==> config.mk <==
export PLATFORM = sky130hd
export DESIGN_NAME = esrl_back
export DESIGN_NICKNAME = d
export VERILOG_FILES = /design/src/hdl/esrl_pkg.sv /design/src/hdl/esrl_back.sv
export VERILOG_INCLUDE_DIRS = /design/src /design/src/hdl
export SDC_FILE = /design/constraint.sdc
export NUM_CORES = 2
export LEC_CHECK = 0
export ABC_AREA = 1
export BUFFER_PORTS_ARGS = -buffer_cell sky130_fd_sc_hd__buf_2
export CORE_MARGIN = 3
export CORE_UTILIZATION = 40
export CTS_BUF_LIST = sky130_fd_sc_hd__clkbuf_8
export CTS_CLUSTER_SIZE = 12
export DETAILED_ROUTE_END_ITERATION = 16
export PLACE_DENSITY = 0.62
export SLEW_MARGIN = 15
export SYNTH_ARGS = -nofsm -noshare
export SYNTH_HDL_FRONTEND = slang
export SYNTH_SLANG_ARGS = --single-unit
==> constraint.sdc <==
create_clock -name clk -period 7.8 [get_ports clk]
set_input_delay 1.56 -clock clk [delete_from_list [all_inputs] [get_ports clk]]
set_output_delay 1.56 -clock clk [all_outputs]
set_load 0.05 [all_outputs]
==> src/hdl/envelope_swept_resonant_lowpass_macros.svh <==
// Assertion macros shared by the filter modules.
`ifndef ENVELOPE_SWEPT_RESONANT_LOWPASS_MACROS_SVH
`define ENVELOPE_SWEPT_RESONANT_LOWPASS_MACROS_SVH

// Same-cycle implication, disabled while in reset
`define ESRL_ASSERT_SAME(label, clk, rst_n, ante, cons, msg) \
	label: assert property (@(posedge clk) disable iff (!rst_n) (ante) |-> (cons)) \
		else $error(msg);

// Next-cycle implication, disabled while in reset
`define ESRL_ASSERT_NEXT(label, clk, rst_n, ante, cons, msg) \
	label: assert property (@(posedge clk) disable iff (!rst_n) (ante) |=> (cons)) \
		else $error(msg);

`endif

==> src/hdl/esrl_pkg.sv <==
package esrl_pkg;

	// Item kinds carried on the input tuser
	typedef enum logic [1:0] {
		CMD_SAMPLE  = 2'd0,
		CMD_NOTE_ON = 2'd1,
		CMD_LOAD    = 2'd2
	} cmd_t;

	// Width of the table entry index field
	localparam int ENTRY_W = 10;

	// Queue between front and back
	localparam int Q_DEPTH = 4;
	localparam int Q_AW    = 2;
	localparam int Q_CNT_W = 3;

	typedef struct packed {
		logic               empty;
		logic [Q_CNT_W-1:0] count;
	} q_status_t;

endpackage

==> src/hdl/esrl_back.sv <==
`include "envelope_swept_resonant_lowpass_macros.svh"

module esrl_back #(
	parameter int SAMPLE_WIDTH = 16,
	parameter int COEF_WIDTH   = 18,
	localparam int QW          = SAMPLE_WIDTH + 3 * COEF_WIDTH + 2
) (
	input  logic                            clk,
	input  logic                            arst_n,
	input  esrl_pkg::q_status_t             q_status,
	input  logic [QW-1:0]                   q_data,
	output logic                            q_pop,
	output logic                            out_valid,
	input  logic                            out_ready,
	output logic signed [SAMPLE_WIDTH-1:0]  out_sample
);

	localparam int SW    = SAMPLE_WIDTH;
	localparam int CW    = COEF_WIDTH;
	localparam int FS    = CW - 2;
	localparam int PRW   = CW + SW + 2;
	localparam int ACC_W = (PRW + 2 > 64) ? 64 : PRW + 2;
	localparam logic signed [ACC_W-1:0] ROUND = ACC_W'(1) <<< (FS - 1);

	logic signed [SW-1:0]   x;
	logic signed [CW-1:0]   a;
	logic signed [CW-1:0]   b;
	logic signed [CW+1:0]   c;

	logic                   valid_s1;
	logic signed [PRW-1:0]  pa_s1;
	logic signed [PRW-1:0]  pb_s1;
	logic signed [PRW-1:0]  pc_s1;

	logic signed [SW-1:0]   y1_q;
	logic signed [SW-1:0]   y2_q;
	logic signed [SW-1:0]   out_q;
	logic                   out_valid_q;

	logic                   done;
	logic signed [ACC_W-1:0] acc;
	logic signed [ACC_W-1:0] shifted;
	logic [ACC_W-SW:0]      upper;
	logic                   fits;
	logic signed [SW-1:0]   y_sat;

	// unpack queue entry
	assign x = $signed(q_data[SW-1:0]);
	assign a = $signed(q_data[SW+CW-1:SW]);
	assign b = $signed(q_data[SW+2*CW-1:SW+CW]);
	assign c = $signed(q_data[SW+3*CW+1:SW+2*CW]);

	// take a new item only once the previous output is fed back
	assign q_pop = !q_status.empty && !valid_s1;
	assign done  = valid_s1 && (!out_valid_q || out_ready);

	// stage 1: three products
	always_ff @(posedge clk) begin
		if (q_pop) begin
			pa_s1 <= a * y1_q;
			pb_s1 <= b * y2_q;
			pc_s1 <= c * x;
		end
	end

	// stage 2: sum, round to nearest, saturate
	assign acc     = ACC_W'(pa_s1) + ACC_W'(pb_s1) + ACC_W'(pc_s1) + ROUND;
	assign shifted = acc >>> FS;
	assign upper   = shifted[ACC_W-1:SW-1];
	assign fits    = (&upper) || !(|upper);
	assign y_sat   = fits ? shifted[SW-1:0]
		: {shifted[ACC_W-1], {(SW - 1){~shifted[ACC_W-1]}}};

	// delay line, output register and control
	always_ff @(posedge clk or negedge arst_n) begin
		if (!arst_n) begin
			valid_s1    <= 1'b0;
			out_valid_q <= 1'b0;
			y1_q        <= '0;
			y2_q        <= '0;
		end else begin
			if (q_pop)     valid_s1 <= 1'b1;
			else if (done) valid_s1 <= 1'b0;
			if (done) begin
				out_valid_q <= 1'b1;
				y1_q        <= y_sat;
				y2_q        <= y1_q;
			end else if (out_ready) begin
				out_valid_q <= 1'b0;
			end
		end
	end

	always_ff @(posedge clk) begin
		if (done) out_q <= y_sat;
	end

	assign out_valid  = out_valid_q;
	assign out_sample = out_q;

	`ESRL_ASSERT_NEXT(a_back_pop_spacing, clk, arst_n, q_pop, !q_pop, "pops one cycle apart")
	`ESRL_ASSERT_NEXT(a_back_fb_matches_out, clk, arst_n, done, (y1_q == out_q) && out_valid_q, "feedback differs from output")
	`ESRL_ASSERT_NEXT(a_back_delay_shift, clk, arst_n, done, y2_q == $past(y1_q), "delay line did not shift")

endmodule

==> results.tsv <==
stage	metric	value	unit
layout	syn_to_final_growth	6.58	%
placement	gp_congestion	0.903	
floorplan	initial_core_util	40.5	%
global_routing	overflow	0	
route	via_per_inst	4.69	
route	routed_wl	104000	µm
route	route.detailed.drc	0	
floorplan	io_pins	97	
synthesis	synth.mux.area_fraction	0	%
synthesis	syn_area	42800	µm²
synthesis	synth.distinct_cells	48	
global_routing	grt_pass1_wl	174000	µm
clock_network	cts_made_buffers	17	
global_routing	antenna_found_initial	4	
worst_setup_path	crit_path_start_kind	input pin	
worst_setup_path	cp.required	8080	ps
synthesis	synth_compound_area_share	3.39	%
floorplan	die-area	111000	µm²
sta	tns	0	ps
clock_network	clk_latency	530	ps
placement	portBuffers	93	
synthesis	synth_top_area_share	43.6	%
layout	drive_gt1_share	6.00	%
synthesis	synthTopCellsByCount	inv_1, nand2_1, fa_1	
placement	hpwl	89900	µm
sta	tightest_slew	958	ps
global_routing	grt_max_degree	59	
clock_network	cts_tree	done	
floorplan	dieWidth	333	µm
global_routing	grt_pass1_vias	33398	
route	dr.pass1.iters	6	
synthesis	synth-edff-count	120	
synthesis	yosysMostFrequentCell	inv_1	
sta	finalCriticalPeriod	7260	ps
sta	finalCritPeriodShare	93.1	%
hold_path	hold_path_class	register to register	
route	vias	31288	
worst_setup_path	timing.critical_path.from	q_data[36]	
synthesis	async_flop_share	22.1	%
sta	grt_setup_unrepaired	false	
floorplan	dieHeight	333	µm
synthesis	synth_cells	5226	
synthesis	synth_top_area_cell	fa_1	
clock_network	ctsHoldBuffers	0	
floorplan	core_area	106000	µm²
worst_setup_path	worst_ep_arrival_time	7540	ps
synthesis	syn-num-nets	6536	
synthesis	synth_xor_area_share	2.74	%
clock_network	cts_sinks	154	
sta	max_freq	138	MHz
clock_network	cts_root_buf	clkbuf_8	
clock_network	clock_path_buffers	2	
worst_setup_path	rrSetupSlack	1010	ps
layout	final_net_count	6576	
synthesis	yosysWarnings	0	
synthesis	synth_seq_cells	154	
synthesis	yosys.area_share.adder	52.3	%
synthesis	synth_flop_cell	edfxtp_1	
global_routing	grt_util_all_layers	19.7	%
synthesis	avgSynthCellArea	8.19	µm²
sta	slew_viol_final	0	
synthesis	synth_area_leaders	fa_1, inv_1, nand2_1	
sta	fin_worst_skew	12.8	ps
worst_setup_path	crit_path_max_fanout	16	
route	routedWlPerCell	15.5	µm
worst_setup_path	critPathCaptureType	register	
route	drt_iter0_drc	1792	
clock_network	path_clk_slew	100	ps
clock_network	h-tree-depth	4	
clock_network	postCtsSetupRepairBufs	0	
job	cap_violations	0	
floorplan	placementRows	119	
synthesis	synth-simple-area-share	15.2	%
status	status	finished clean	
sta	relSlewSlack	36.1	%
worst_setup_path	worstSetupPathType	input pin to register	
synthesis	ys_seq_area_share	10.4	%
sta	finalHoldViolCount	0	
worst_setup_path	reg2reg_from	y1_q[2]	
clock_network	post_cts_resized	0	
route	ant_nets	0	
hold_path	hold_path.startpoint	y1_q[15]	
sta	setup_viol	0	
synthesis	synth_top_family_by_area	adder cells	
==> per-stage QoR <==
| step | worst slack [ps] | hold slack, ps | instances | area (µm²) | util (%) |
|---|---|---|---|---|---|
| floorplan | 274 | 453 | 5226 | 42800 | - |
| global placement | 108 | 468 | 6638 | 45200 | 42.8 |
| detailed placement | 72.0 | 477 | 6638 | 45200 | 42.8 |
| CTS | 662 | 501 | 6670 | 45600 | 43.2 |
| global route | 230 | 533 | 6671 | 45600 | 43.2 |
| finish | 538 | 506 | 6673 | 45600 | 43.2 |
==> state kept, by name (all words and copies together), names as in the netlist <==
register / count
out_valid: 1
out_sample: 16
pb_s1: 34
valid_s1: 1
pc_s1: 36
y1_q: 16
pa_s1: 34
y2_q: 16
==> critical path, stage by stage <==
cell and delay, ps:
buf_2 380, nand2_1 100, inv_1 110, fa_1 450, fa_1 470, ha_1 220
fa_1 480, inv_1 50, fa_1 490, fa_1 500, inv_1 40, ha_1 340
nand2_1 130, inv_1 60, nand2_1 60, nand2_1 40, nor2_1 190, o21ai_1 120
a21boi_0 250, o21ai_0 190, a21boi_1 350, o21bai_1 180, a21boi_1 280, o21ai_0 200
a21oi_1 190, xor2_1 90
==> kinds of logic after synthesis <==
| logic type | count (synthesis) |
|---|---|
| flip-flops | 154 |
| AND/OR/NAND/NOR | 1641 |
| adder cells (fa/ha/maj) | 1231 |
| AO/OA/AOI/OAI | 259 |
| buffers and inverters | 1807 |
| XOR/XNOR | 134 |
==> layout by cell type, fill, tap and decap left out, types with 2 or more instances in the layout <==
cell type,count
clkinv_2,2
nor4_1,3
a21oi_1,137
nand3_1,64
clkbuf_8,17
buf_4,128
edfxtp_1,120
fa_1,933
nand3_2,3
inv_6,6
o31ai_1,3
clkinv_4,2
xnor2_1,58
nor2_2,17
nand2_2,18
or2_2,11
a21o_1,5
inv_2,6
buf_2,93
nand3b_1,4
inv_1,1599
o221ai_1,2
o21ai_1,10
nor3_1,12
a21boi_0,13
o21bai_1,15
inv_8,2
dfrtp_1,34
nor2_1,141
nor2_4,4
nand2_1,1338
o21ai_0,47
nand4_1,18
a21boi_1,6
and2_1,3
a31oi_1,15
diode_2,3
xor2_1,76
ha_1,298
==> metal layers <==
| layer | share of wire, % | track usage (%) | up-vias |
|---|---|---|---|
| li1 | - | - | 14862 |
| met1 | 43 | 26.3 | 15533 |
| met2 | 48 | 33.4 | 727 |
| met3 | 5.4 | 2.64 | 160 |
| met4 | 3.1 | 5.90 | 6 |
| met5 | 0.097 | 0.511 | - |
==> worst paths after layout <==
check | endpoint | cells after the start
setup / recovery | pb_s1[31] | 26
hold / removal | y1_q[15] | 2
setup reg to reg | pa_s1[31] | 19
hold reg to reg | y1_q[15] | 2
max in group asynchronous | y2_q[1] | 1
min in group asynchronous | y2_q[6] | 1
==> final cells by class <==
class	count	area (µm²)
clock buffer	17	234
sequential	154	4450
multi-input combinational	3265	31600
clock inverter	15	155
antenna	3	7.51
fill	10609	60100
timing repair buffer	222	1450
tap	1391	1740
inverter	1606	6030
Power is not shown: default switching activity piles up to over one toggle a cycle in this logic, so the estimate is an artifact.
