### config.mk
export PLATFORM = sky130hd
export DESIGN_NAME = esrl_fifo
export DESIGN_NICKNAME = d
export VERILOG_FILES = /design/src/hdl/envelope_swept_resonant_lowpass_macros.svh /design/src/hdl/esrl_pkg.sv /design/src/hdl/esrl_fifo.sv
export SDC_FILE = /design/constraint.sdc
export NUM_CORES = 1
export LEC_CHECK = 0
export ABC_AREA = 0
export BUFFER_PORTS_ARGS = -buffer_cell sky130_fd_sc_hd__buf_4
export CORE_ASPECT_RATIO = 1.25
export CORE_UTILIZATION = 50
export CTS_CLUSTER_SIZE = 20
export DETAILED_ROUTE_END_ITERATION = 7
export PLACE_DENSITY = 0.81
export SETUP_SLACK_MARGIN = 0.4
export SYNTH_ARGS = -nofsm -noshare
export SYNTH_HDL_FRONTEND = slang
export SYNTH_SLANG_ARGS = --single-unit
### constraint.sdc
create_clock -name clk -period 4.2 [get_ports clk]
set_input_delay 0.63 -clock clk [delete_from_list [all_inputs] [get_ports clk]]
set_output_delay 0.63 -clock clk [all_outputs]
set_load 0.05 [all_outputs]
### src/hdl/envelope_swept_resonant_lowpass_macros.svh
// Assertion macros shared by the filter modules.
`ifndef ENVELOPE_SWEPT_RESONANT_LOWPASS_MACROS_SVH
`define ENVELOPE_SWEPT_RESONANT_LOWPASS_MACROS_SVH

// Same-cycle implication, disabled while in reset
`define ESRL_ASSERT_SAME(label, clk, rst_n, ante, cons, msg) \
	label: assert property (@(posedge clk) disable iff (!rst_n) (ante) |-> (cons)) \
		else $error(msg);

// Next-cycle implication, disabled while in reset
`define ESRL_ASSERT_NEXT(label, clk, rst_n, ante, cons, msg) \
	label: assert property (@(posedge clk) disable iff (!rst_n) (ante) |=> (cons)) \
		else $error(msg);

`endif

### src/hdl/esrl_pkg.sv
package esrl_pkg;

	// Item kinds carried on the input tuser
	typedef enum logic [1:0] {
		CMD_SAMPLE  = 2'd0,
		CMD_NOTE_ON = 2'd1,
		CMD_LOAD    = 2'd2
	} cmd_t;

	// Width of the table entry index field
	localparam int ENTRY_W = 10;

	// Queue between front and back
	localparam int Q_DEPTH = 4;
	localparam int Q_AW    = 2;
	localparam int Q_CNT_W = 3;

	typedef struct packed {
		logic               empty;
		logic [Q_CNT_W-1:0] count;
	} q_status_t;

endpackage

### src/hdl/esrl_fifo.sv
module esrl_fifo #(
	parameter int WIDTH = 68
) (
	input  logic                     clk,
	input  logic                     arst_n,
	input  logic                     push,
	input  logic [WIDTH-1:0]         push_data,
	input  logic                     pop,
	output logic [WIDTH-1:0]         pop_data,
	output esrl_pkg::q_status_t      status
);

	logic [WIDTH-1:0]               slots_q [esrl_pkg::Q_DEPTH];
	logic [esrl_pkg::Q_AW-1:0]      wr_ptr_q;
	logic [esrl_pkg::Q_AW-1:0]      rd_ptr_q;
	logic [esrl_pkg::Q_CNT_W-1:0]   count_q;

	// pointers and fill count
	always_ff @(posedge clk or negedge arst_n) begin
		if (!arst_n) begin
			wr_ptr_q <= '0;
			rd_ptr_q <= '0;
			count_q  <= '0;
		end else begin
			if (push) wr_ptr_q <= wr_ptr_q + 1'b1;
			if (pop)  rd_ptr_q <= rd_ptr_q + 1'b1;
			if (push && !pop)      count_q <= count_q + 1'b1;
			else if (pop && !push) count_q <= count_q - 1'b1;
		end
	end

	// storage, no reset needed
	always_ff @(posedge clk) begin
		if (push) slots_q[wr_ptr_q] <= push_data;
	end

	assign pop_data     = slots_q[rd_ptr_q];
	assign status.empty = (count_q == '0);
	assign status.count = count_q;

endmodule

==> metrics.md, run 1 <==
| Metric | Value |
|---|---|
| Period utilisation layout | `0.763` |
| Total wire length | `17.1 mm` |
| Fin crit period | `3.20 ns` |
| Clock Skew | `0.00563 ns` |
| Seq pwr share | `0.404` |
| Maximum clock path buffer count | `3` |
| Pin count of the biggest net entering global routing | `70` |
| Fin util | `0.613` |
| P_leak | `4.21 nW` |
| CTS clk-pin slew, worst paths | `0.06 ns` |
| Int Power | `6.23 mW` |
| Initial DRC Count | `294` |
| Starting Density | `0.511` |
| Hold Path Cell Cnt | `1` |
| WP data required | `3.57 ns` |
| WHS Endpoint | `slots_q[3][43]` |
| Drt via density | `5.37` |
| Worst Setup SP | `rd_ptr_q[0]` |
| Final net count | `624` |
| CTS Buf Count | `26` |
| Cell type with the highest aggregate area in the netlist | `edfxtp_1` |
| Synth Register Bits | `279` |
| Slew Viols, Final | `0` |
| Die Area | `21100 um2` |
| Crit path DAT | `2.57 ns` |
| Slowest stage cell, crit path | `dfrtp_4` |
| CP cell instances | `buf_12 > mux4_2 > buf_4` |
| Worst R2R Path Depth | `3` |
| H-Tree Depth | `1` |
| Clock Power Share | `0.214` |
| CP Max Fanout | `40` |
| Area growth syn-to-layout | `19.9%` |
| GRT Overall Usage | `0.170` |
| Synth Flop Type | `edfxtp_1` |
| Syn_area_per_cell | `26.4 um2` |
| CP startpoint kind | `register` |
| Core area | `20100 um2` |
| Placed Instance Area | `11500 um2` |
| Min-Delay Startpoint | `push_data[43]` |
| Asr flop ratio synth | `0.0251` |
| Final Hold Viols | `0` |
| RD Place Congestion | `0.685` |
| Slew margin rel. | `0.279` |
| Design Area, Final | `12300 um2` |
| Tightest Pin Transition | `1.08 ns` |
| Worst R2R End | `slots_q[0][29]` |
| Clk_lat worst skew | `0.51 ns` |
| XOR/XNOR share of the synthesized area | `0.00511` |
| Root buf cell | `clkbuf_16` |
| Clk sinks | `279` |
| DP HPWL | `9.78 mm` |
| Chip height | `162 um` |
| Fraction of the yosys area taken by sequential cells | `0.812` |
| Largest family of logic cells by synthesized area | `multiplexers` |
| DRC Markers | `0` |
| Post-synthesis compound-gate area fraction | `0.000487` |
| Synth cell count leaders | `272 x edfxtp_1, 68 x mux4_2, 7 x buf_12, 7 x buf_2, 7 x dfrtp_1` |
| Fmax | `312 MHz` |
| R2R Setup Slk | `2.25 ns` |
| Status | `finished, final reports clean` |
| Cell variety after synth | `18` |
| Synth Area in Simple Gates | `0.00402` |
| Cells taking the most area after synthesis | `edfxtp_1 79%, mux4_2 15%, dfrtp_1 1.7%` |
| Area share of fa/ha/maj cells after synthesis | `0.00804` |
| Postcts setup bufs | `0` |
| PortBufs | `143` |
| Setup TNS | `0 ns` |
| Vias | `4477` |
| Pwr dens | `806 nW/um2` |
| Grt ovf | `0` |
| Io pins | `144` |
| CTS tree | `built` |
| Most frequent cell after synthesis | `edfxtp_1` |
| Peak supply drop | `0.705 mV` |
| Largest stage delay, worst path | `0.81 ns` |
| Share of the synthesized area in the top cell type | `0.795` |
| Mapped Area | `10300 um2` |
| MaxCap Viol Count | `0` |
| Worst Setup End Kind | `primary output` |
| Net Sw Frac | `0.373` |
| Antenna Violating Nets Remaining | `0` |
| Row count | `58` |
| First-pass GRT wire length | `26.6 mm` |
| Tightest Hold Check Type | `in -> reg` |
| Gate power share | `0.382` |
| Reg2reg start | `wr_ptr_q[0]` |
| Per-cell routed wire length | `20.6 um` |
| Antenna violations before repair | `1` |
| Vias in the first global route | `4977` |
| Pre-Repair DR Iteration Count | `4` |
| Mapped Cells | `389` |
| Post-Syn Nets | `467` |
| Setup Viol. Count Final | `0` |
| Critical Setup Path Class | `reg -> out` |
| Mux contribution to synthesized area | `0.150` |
| Share of cells above drive strength 1 | `0.446` |
| DIE WIDTH | `130 um` |
| RSZ-0062 raised after global routing | `false` |
| Synth warn | `0` |
| Net Sw Power | `3.70 mW` |
| # diodes | `0` |
| EDFF count, synth | `272` |
power by group through the flow:
stage / sequential (mW) / clock [mW] / combinational (mW)
finish: 4.01 / 2.13 / 3.80
global route: 4.08 / 2.28 / 3.97
CTS: 4.03 / 2.18 / 3.85
detailed placement: 4.09 / 0 / 3.84
global placement: 4.04 / 0 / 3.81
floorplan: 3.86 / 0 / 3.09
registers in the layout (all words and copies together) (netlist names):
| register | cells |
|---|---|
| slots_q | 272 |
| count_q | 3 |
| wr_ptr_q | 2 |
| rd_ptr_q | 2 |
cells by family after synthesis:
| kind of cell | after synthesis |
|---|---|
| xor+xnor | 6 |
| simple gates | 8 |
| flops | 279 |
| mux | 69 |
| fa+ha+maj | 6 |
| buf+inv | 20 |
| compound gates | 1 |
per-layer routing:
layer  GRT usage  up-vias  part of all wire
li1            -     1969                 -
met4      0.0476        2             0.014
met2       0.308      131              0.55
met5           0        -           0.00093
met1       0.205     2353              0.39
met3      0.0326       22             0.048
metrics by stage:
| stage | worst slack, ns | hold slack [ns] | total power, mW | cells |
|---|---|---|---|---|
| floorplan | 1.54 | 0.334 | 6.96 | 389 |
| global placement | 1.49 | 0.450 | 7.85 | 787 |
| detailed placement | 1.46 | 0.451 | 7.93 | 787 |
| CTS | 0.923 | 0.297 | 10.1 | 833 |
| global route | 0.841 | 0.298 | 10.3 | 833 |
| finish | 0.997 | 0.320 | 9.93 | 833 |
critical path: cells and delay by family (launching register included):
kind	cells	cell delay, ns
flops	1	0.81
mux	1	0.58
buf+inv	2	0.59
cell usage in the layout (no fill, tap or decap), types with 2 or more instances in the layout:
master / Yosys / layout
xor2_1: 4 / 4
ha_1: 5 / 5
mux4_2: 68 / 68
clkbuf_16: 0 / 27
clkinv_1: 0 / 11
dfrtp_1: 7 / 5
nand2_1: 2 / 2
inv_1: 4 / 4
xnor2_1: 2 / 2
clkbuf_1: 0 / 2
and2_4: 0 / 4
edfxtp_1: 272 / 272
buf_4: 1 / 143
clkinv_2: 0 / 3
dfrtp_4: 0 / 2
final cells by class:
class / count / area, um2
Sequential cell: 279 / 8350
Fill cell: 1377 / 7780
Tap cell: 270 / 338
Inverter: 4 / 15.0
Clock inverter: 16 / 95.1
Clock buffer: 29 / 683
Timing Repair Buffer: 145 / 1100
Multi-Input combinational cell: 90 / 1730
repair_timing:
item / CTS / global route
hold buffers: 1 / 0
setup endpoints to repair: 0 / 0
gates resized for setup: 0 / 0
hold endpoints to repair: 7 / 0
how the worst max path moves through the flow:
stage | to | slack [ns] | cells past startpoint
floorplan | slots_q[0][0] | 1.54 | 1
global placement | pop_data[0] | 1.49 | 3
detailed placement | pop_data[0] | 1.46 | 3
CTS | pop_data[0] | 0.92 | 3
global route | pop_data[0] | 0.84 | 3
finish | pop_data[62] | 1.0 | 3
No activity file was read; power rests on OpenSTA's default activity.
==> run 2: changes to the inputs <==
ABC_AREA = 1   (was 0)
clock period = 3.25 ns   (was 4.2 ns; I/O delays follow)
==> run 2 against run 1 <==
Against the previous run:
- synthesized cell count up 120%
- routed wire length up 25%
- hold slack worse by 0.16 ns
- clock skew up 0.015 ns
- global-route usage up 2.2 points
- critical endpoint is now pop_data[13]
==> metrics.md, run 2 <==
| Metric | Value |
|---|---|
| Status | `finished, final reports clean` |
| Slew Viols, Final | `0` |
| Post-Syn Nets | `918` |
| XOR/XNOR share of the synthesized area | `0.00315` |
| Reg2reg start | `wr_ptr_q[1]` |
| CTS clk-pin slew, worst paths | `0.06 ns` |
| Clk_lat worst skew | `0.53 ns` |
| Total wire length | `21.4 mm` |
| Area share of fa/ha/maj cells after synthesis | `0.00743` |
| Peak supply drop | `0.655 mV` |
| H-Tree Depth | `1` |
| Setup TNS | `0 ns` |
| Synth Register Bits | `279` |
| Synth Flop Type | `edfxtp_1` |
| CP startpoint kind | `register` |
| MaxCap Viol Count | `0` |
| Synth cell count leaders | `272 x edfxtp_1, 217 x nand2_1, 147 x inv_1` |
| Slew margin rel. | `0.433` |
| WP data required | `2.76 ns` |
| RSZ-0062 raised after global routing | `false` |
| Fraction of the yosys area taken by sequential cells | `0.751` |
| Worst R2R End | `slots_q[1][63]` |
| GRT Overall Usage | `0.192` |
| Post-synthesis compound-gate area fraction | `0.0924` |
| Area growth syn-to-layout | `20.9%` |
| Top cell by count, worst path | `buf_4` |
| P_leak | `5.41 nW` |
| DIE WIDTH | `135 um` |
| Worst R2R Path Depth | `5` |
| EDFF count, synth | `272` |
| Pwr dens | `1090 nW/um2` |
| Clock Skew | `0.0211 ns` |
| DRC Markers | `0` |
| Synth warn | `0` |
| Syn_area_per_cell | `13.2 um2` |
| Metal2 WL | `11.1 mm` |
| Core area | `21700 um2` |
| Critical Setup Path Class | `reg -> out` |
| CTS Buf Count | `26` |
| Asr flop ratio synth | `0.0251` |
| Pre-Repair DR Iteration Count | `5` |
| Root buf cell | `clkbuf_16` |
| Share of the synthesized area in the top cell type | `0.735` |
| Tightest Hold Check Type | `in -> reg` |
| M1 WL | `8.64 mm` |
| CP Max Fanout | `50` |
| Tightest Pin Transition | `0.851 ns` |
| Row count | `60` |
| WL met3 | `981 um` |
| Most common cell after layout, fill and taps aside | `edfxtp_1` |
| Cell variety after synth | `18` |
| Largest stage delay, worst path | `0.68 ns` |
| Per-cell routed wire length | `16.7 um` |
| Final Hold Viols | `0` |
| Share of cells above drive strength 1 | `0.204` |
| First-pass GRT wire length | `33.4 mm` |
| Die Area | `22800 um2` |
| Antenna violations before repair | `1` |
| Maximum clock path buffer count | `3` |
| WHS Endpoint | `slots_q[0][33]` |
| CTS tree | `built` |
| Vias in the first global route | `6480` |
| Min-Delay Startpoint | `push_data[33]` |
| PortBufs | `143` |
| Register with the most flip-flops | `slots_q` |
| R2R Setup Slk | `1.22 ns` |
| FF/Latch Area | `8350 um2` |
| DR top layer | `met4` |
| Mux contribution to synthesized area | `0` |
| Drt via density | `5.09` |
| Worst slack, placed | `0.883 ns` |
| Final WS setup | `0.545 ns` |
| Vias | `6530` |
| Fin crit period | `2.71 ns` |
| # fillers | `1536` |
| CTS resizes | `0` |
| Hold Path Cell Cnt | `1` |
| Worst hold slack | `0.157 ns` |
| Top flop regs | `slots_q: 272 flops, count_q: 3 flops` |
| Cells taking the most area after synthesis | `edfxtp_1 74%, o211ai_1 9.2%, nand2_1 7.3%` |
| Io pins | `144` |
| RD Place Congestion | `0.735` |
| Setup Viol. Count Final | `0` |
| Mapped Area | `11100 um2` |
| Fmax | `370 MHz` |
| Synth Area in Simple Gates | `0.0748` |
| Pin count of the biggest net entering global routing | `101` |
| Most frequent cell after synthesis | `edfxtp_1` |
| Starting Density | `0.512` |
| Period utilisation layout | `0.832` |
| Slowest stage cell, crit path | `dfrtp_4` |
| Largest family of logic cells by synthesized area | `compound AO/OA/AOI/OAI gates` |
| Mapped Cells | `840` |
| Chip height | `169 um` |
| Initial DRC Count | `317` |
| DP HPWL | `12.6 mm` |
| Crit path DAT | `2.22 ns` |
| Grt ovf | `0` |
| Clk sinks | `279` |
| Antenna Violating Nets Remaining | `0` |
| Multi-input gate area | `1970 um2` |
| CP cell instances | `buf_4 > o211ai_1 > nand2_1 > buf_4` |
| Largest register FFs | `272` |
| Most frequent cells in the layout | `272 x edfxtp_1, 217 x nand2_1, 152 x buf_4` |
| Final net count | `1060` |
| Cell type with the highest aggregate area in the netlist | `edfxtp_1` |
| Worst Setup End Kind | `primary output` |
## run 2: cell count changes after synthesis, moves of 4 or more
cell	delta
nand2_1	+215
inv_1	+143
o211ai_1	+136
mux4_2	-68
buf_2	+29
buf_12	-7
clkbuf_1	+6
and2_1	-4
## run 2: cell type report
cell class | count | area share
multi-input cells | 367 | 0.147
repair buffers | 160 | 0.0967
flip-flops and latches | 279 | 0.621
clock inverters | 19 | 0.0164
inverters | 148 | 0.0417
well taps | 279 | 0.0260
diodes | 1 | 0.000186
clock buffers | 29 | 0.0508
## run 2: cells by family (layout without fill, tap and decap cells)
family                     after synthesis  after routing
DFF                                    279            279
and+or+nand+nor                        220            220
buffers and inverters                  194            356
AOI/OAI and AO/OA                      137            137
adders and majority gates                6              6
xor gates and xnor gates                 4              4
other                                    0              1
## run 2: per-stage QoR
| step | total power [mW] | area [um2] | util | instances |
|---|---|---|---|---|
| 2_1_floorplan | 9.60 | 11100 | - | 840 |
| 3_3_place_gp | 11.4 | 12500 | 0.576 | 1231 |
| 3_5_place_dp | 11.5 | 12500 | 0.576 | 1231 |
| 4_1_cts | 14.7 | 13400 | 0.619 | 1281 |
| 5_1_grt | 15.3 | 13400 | 0.619 | 1281 |
| 6_report | 14.6 | 13400 | 0.619 | 1282 |
## run 2: layer usage
layer	up-vias	GRT usage
li1	3200	-
met1	3128	0.230
met2	163	0.339
met3	39	0.0335
met4	0	0.0811
met5	-	0
## run 2: worst max-delay path: cells and delay by family (launching register included)
kind / cells / cell delay, ns
DFF: 1 / 0.68
and+or+nand+nor: 1 / 0.15
buffers and inverters: 2 / 0.70
AOI/OAI and AO/OA: 1 / 0.17
## run 2: report_power, final
part / switching, mW / internal, mW
Clock: 1.24 / 1.91
Sequential: 0.245 / 4.71
Combinational: 4.69 / 1.80
Total: 6.17 / 8.42
## run 2: repair_timing
item | in CTS | in global routing
hold buffers | 1 | 0
setup buffers | 1 | 0
hold endpoints to repair | 7 | 0
endpoints found under the setup margin | 21 | 0
## run 2: how the worst max path moves through the flow
stage               cells past startpoint       endpoint         from
floorplan                               3  slots_q[1][0]         push
global placement                        4   pop_data[13]  rd_ptr_q[0]
detailed placement                      4   pop_data[13]  rd_ptr_q[0]
CTS                                     4   pop_data[13]  rd_ptr_q[0]
global route                            5   pop_data[16]  rd_ptr_q[0]
finish                                  4   pop_data[13]  rd_ptr_q[0]
==> run 3: changes to the inputs <==
clock period = 2.8 ns   (was 3.25 ns; I/O delays follow)
==> run 3 against run 2 <==
Against the previous run:
- count of clock-buffer cells in the layout fell by 2
- sequential share of layout area fell by 0.052 points
- clock power rose by 4%
- utilization rose by 0.052 points
- critical path depth rose by 1
- via count rose by 1.1%
- register-to-register slack got worse by 0.30 ns
- flip-flop and latch count did not move
- sequential power rose by 16%
- setup slack got worse by 0.092 ns
- largest cell class unchanged
- highest routed layer unchanged
==> metrics.md, run 3 (same netlist as run 2, synthesis figures left out) <==
| Metric | Value |
|---|---|
| Status | `finished, final reports clean` |
| Drt via density | `5.16` |
| Largest register FFs | `272` |
| Fmax | `426 MHz` |
| Slew margin rel. | `0.660` |
| Initial DRC Count | `343` |
| CP Max Fanout | `40` |
| Tightest Hold Check Type | `in -> reg` |
| Period utilisation layout | `0.838` |
| Setup Viol. Count Final | `0` |
| R2R Setup Slk | `0.92 ns` |
| Die Area | `22800 um2` |
| Pre-Repair DR Iteration Count | `4` |
| CP startpoint kind | `register` |
| Io pins | `144` |
| Final net count | `1061` |
| Most common cell after layout, fill and taps aside | `edfxtp_1` |
| H-Tree Depth | `1` |
| Row count | `60` |
| Slew Viols, Final | `0` |
| Antenna violations before repair | `0` |
| Pwr dens | `1240 nW/um2` |
| WP data required | `2.38 ns` |
| # fillers | `1600` |
| # diodes | `0` |
| Core area | `21700 um2` |
| DIE WIDTH | `135 um` |
| Crit path DAT | `1.93 ns` |
| Vias in the first global route | `6591` |
| Share of cells above drive strength 1 | `0.206` |
| GRT Overall Usage | `0.187` |
| CTS tree | `built` |
| DRC Markers | `0` |
| MaxCap Viol Count | `0` |
| Clk_lat worst skew | `0.51 ns` |
| Area growth syn-to-layout | `21.0%` |
| Chip height | `169 um` |
| PortBufs | `143` |
| Tightest Pin Transition | `0.510 ns` |
| Grt ovf | `0` |
| Vias | `6604` |
| Top flop regs | `slots_q: 272 flops, count_q: 3 flops` |
| CTS Buf Count | `26` |
| Maximum clock path buffer count | `3` |
| P_leak | `5.36 nW` |
| Per-cell routed wire length | `16.4 um` |
| CTS clk-pin slew, worst paths | `0.06 ns` |
| RD Place Congestion | `0.720` |
| Final Hold Viols | `0` |
| First-pass GRT wire length | `32.8 mm` |
| Most frequent cells in the layout | `272 x edfxtp_1, 217 x nand2_1, 145 x buf_4` |
| Peak supply drop | `0.878 mV` |
| Fin crit period | `2.35 ns` |
| Register with the most flip-flops | `slots_q` |
| Root buf cell | `clkbuf_16` |
| Clk sinks | `279` |
| RSZ-0062 raised after global routing | `true` |
| Pin count of the biggest net entering global routing | `69` |
| Critical Setup Path Class | `reg -> out` |
| Clock Skew | `0.00564 ns` |
| Worst Setup End Kind | `primary output` |
| Total wire length | `21.0 mm` |
| Setup TNS | `0 ns` |
| DP HPWL | `12.0 mm` |
| Antenna Violating Nets Remaining | `0` |
| Worst hold slack | `0.101 ns` |
| Starting Density | `0.512` |
run 3: what timing repair did:
item                                   4_1_cts  5_1_grt
gates resized for setup                      3        2
setup buffers                                3        0
hold buffers                                 1        0
endpoints found under the hold margin        7        0
setup endpoints to repair                   68        8
run 3: area by class of cell:
type | count | area [um2] | share of cell area
inverter | 148 | 576 | 0.0428
timing repair buffer | 161 | 1390 | 0.104
sequential | 279 | 8350 | 0.621
clock buffer | 27 | 676 | 0.0502
multi-input combinational | 367 | 1970 | 0.147
clock inverter | 20 | 131 | 0.00977
tap | 279 | 349 | 0.0260
run 3: final timing paths:
kind | from | to | cells after the start
max | rd_ptr_q[0] | pop_data[39] | 5
min | push_data[18] | slots_q[3][18] | 1
max reg2reg | wr_ptr_q[0] | slots_q[0][32] | 5
min reg2reg | count_q[2] | count_q[2] | 2
max in group asynchronous | arst_n | rd_ptr_q[0] | 2
min in group asynchronous | arst_n | count_q[2] | 2
run 3: critical path, stage by stage (launching register included):
cell	delay, ns
dfrtp_4	0.65
buf_12	0.25
nand2_1	0.09
o211ai_1	0.10
nand2_1	0.10
buf_4	0.20
run 3: metal layers:
layer / track usage / wire length (um) / up-vias
li1: - / - / 3202
met1: 0.205 / 7950 / 3199
met2: 0.357 / 11400 / 160
met3: 0.0299 / 1040 / 43
met4: 0.0718 / 578 / 0
met5: 0 / 0 / -
run 3: where the power goes:
group          switching, mW  leakage, nW  internal, mW  total, mW
Clock                   1.44        0.384          1.84       3.28
Combinational           5.45         2.40          2.24       7.69
Sequential             0.287         2.58          5.47       5.75
run 3: metrics by stage:
step | cells | utilization | power (mW) | setup slack, ns | cell area, um2
after floorplan | 840 | - | 11.1 | 0.615 | 11100
after global placement | 1230 | 0.579 | 13.3 | 0.652 | 12600
after detailed placement | 1230 | 0.579 | 13.5 | 0.644 | 12600
after CTS | 1281 | 0.619 | 16.9 | 0.423 | 13400
after global routing | 1281 | 0.620 | 17.5 | 0.360 | 13400
final | 1281 | 0.620 | 16.7 | 0.453 | 13400
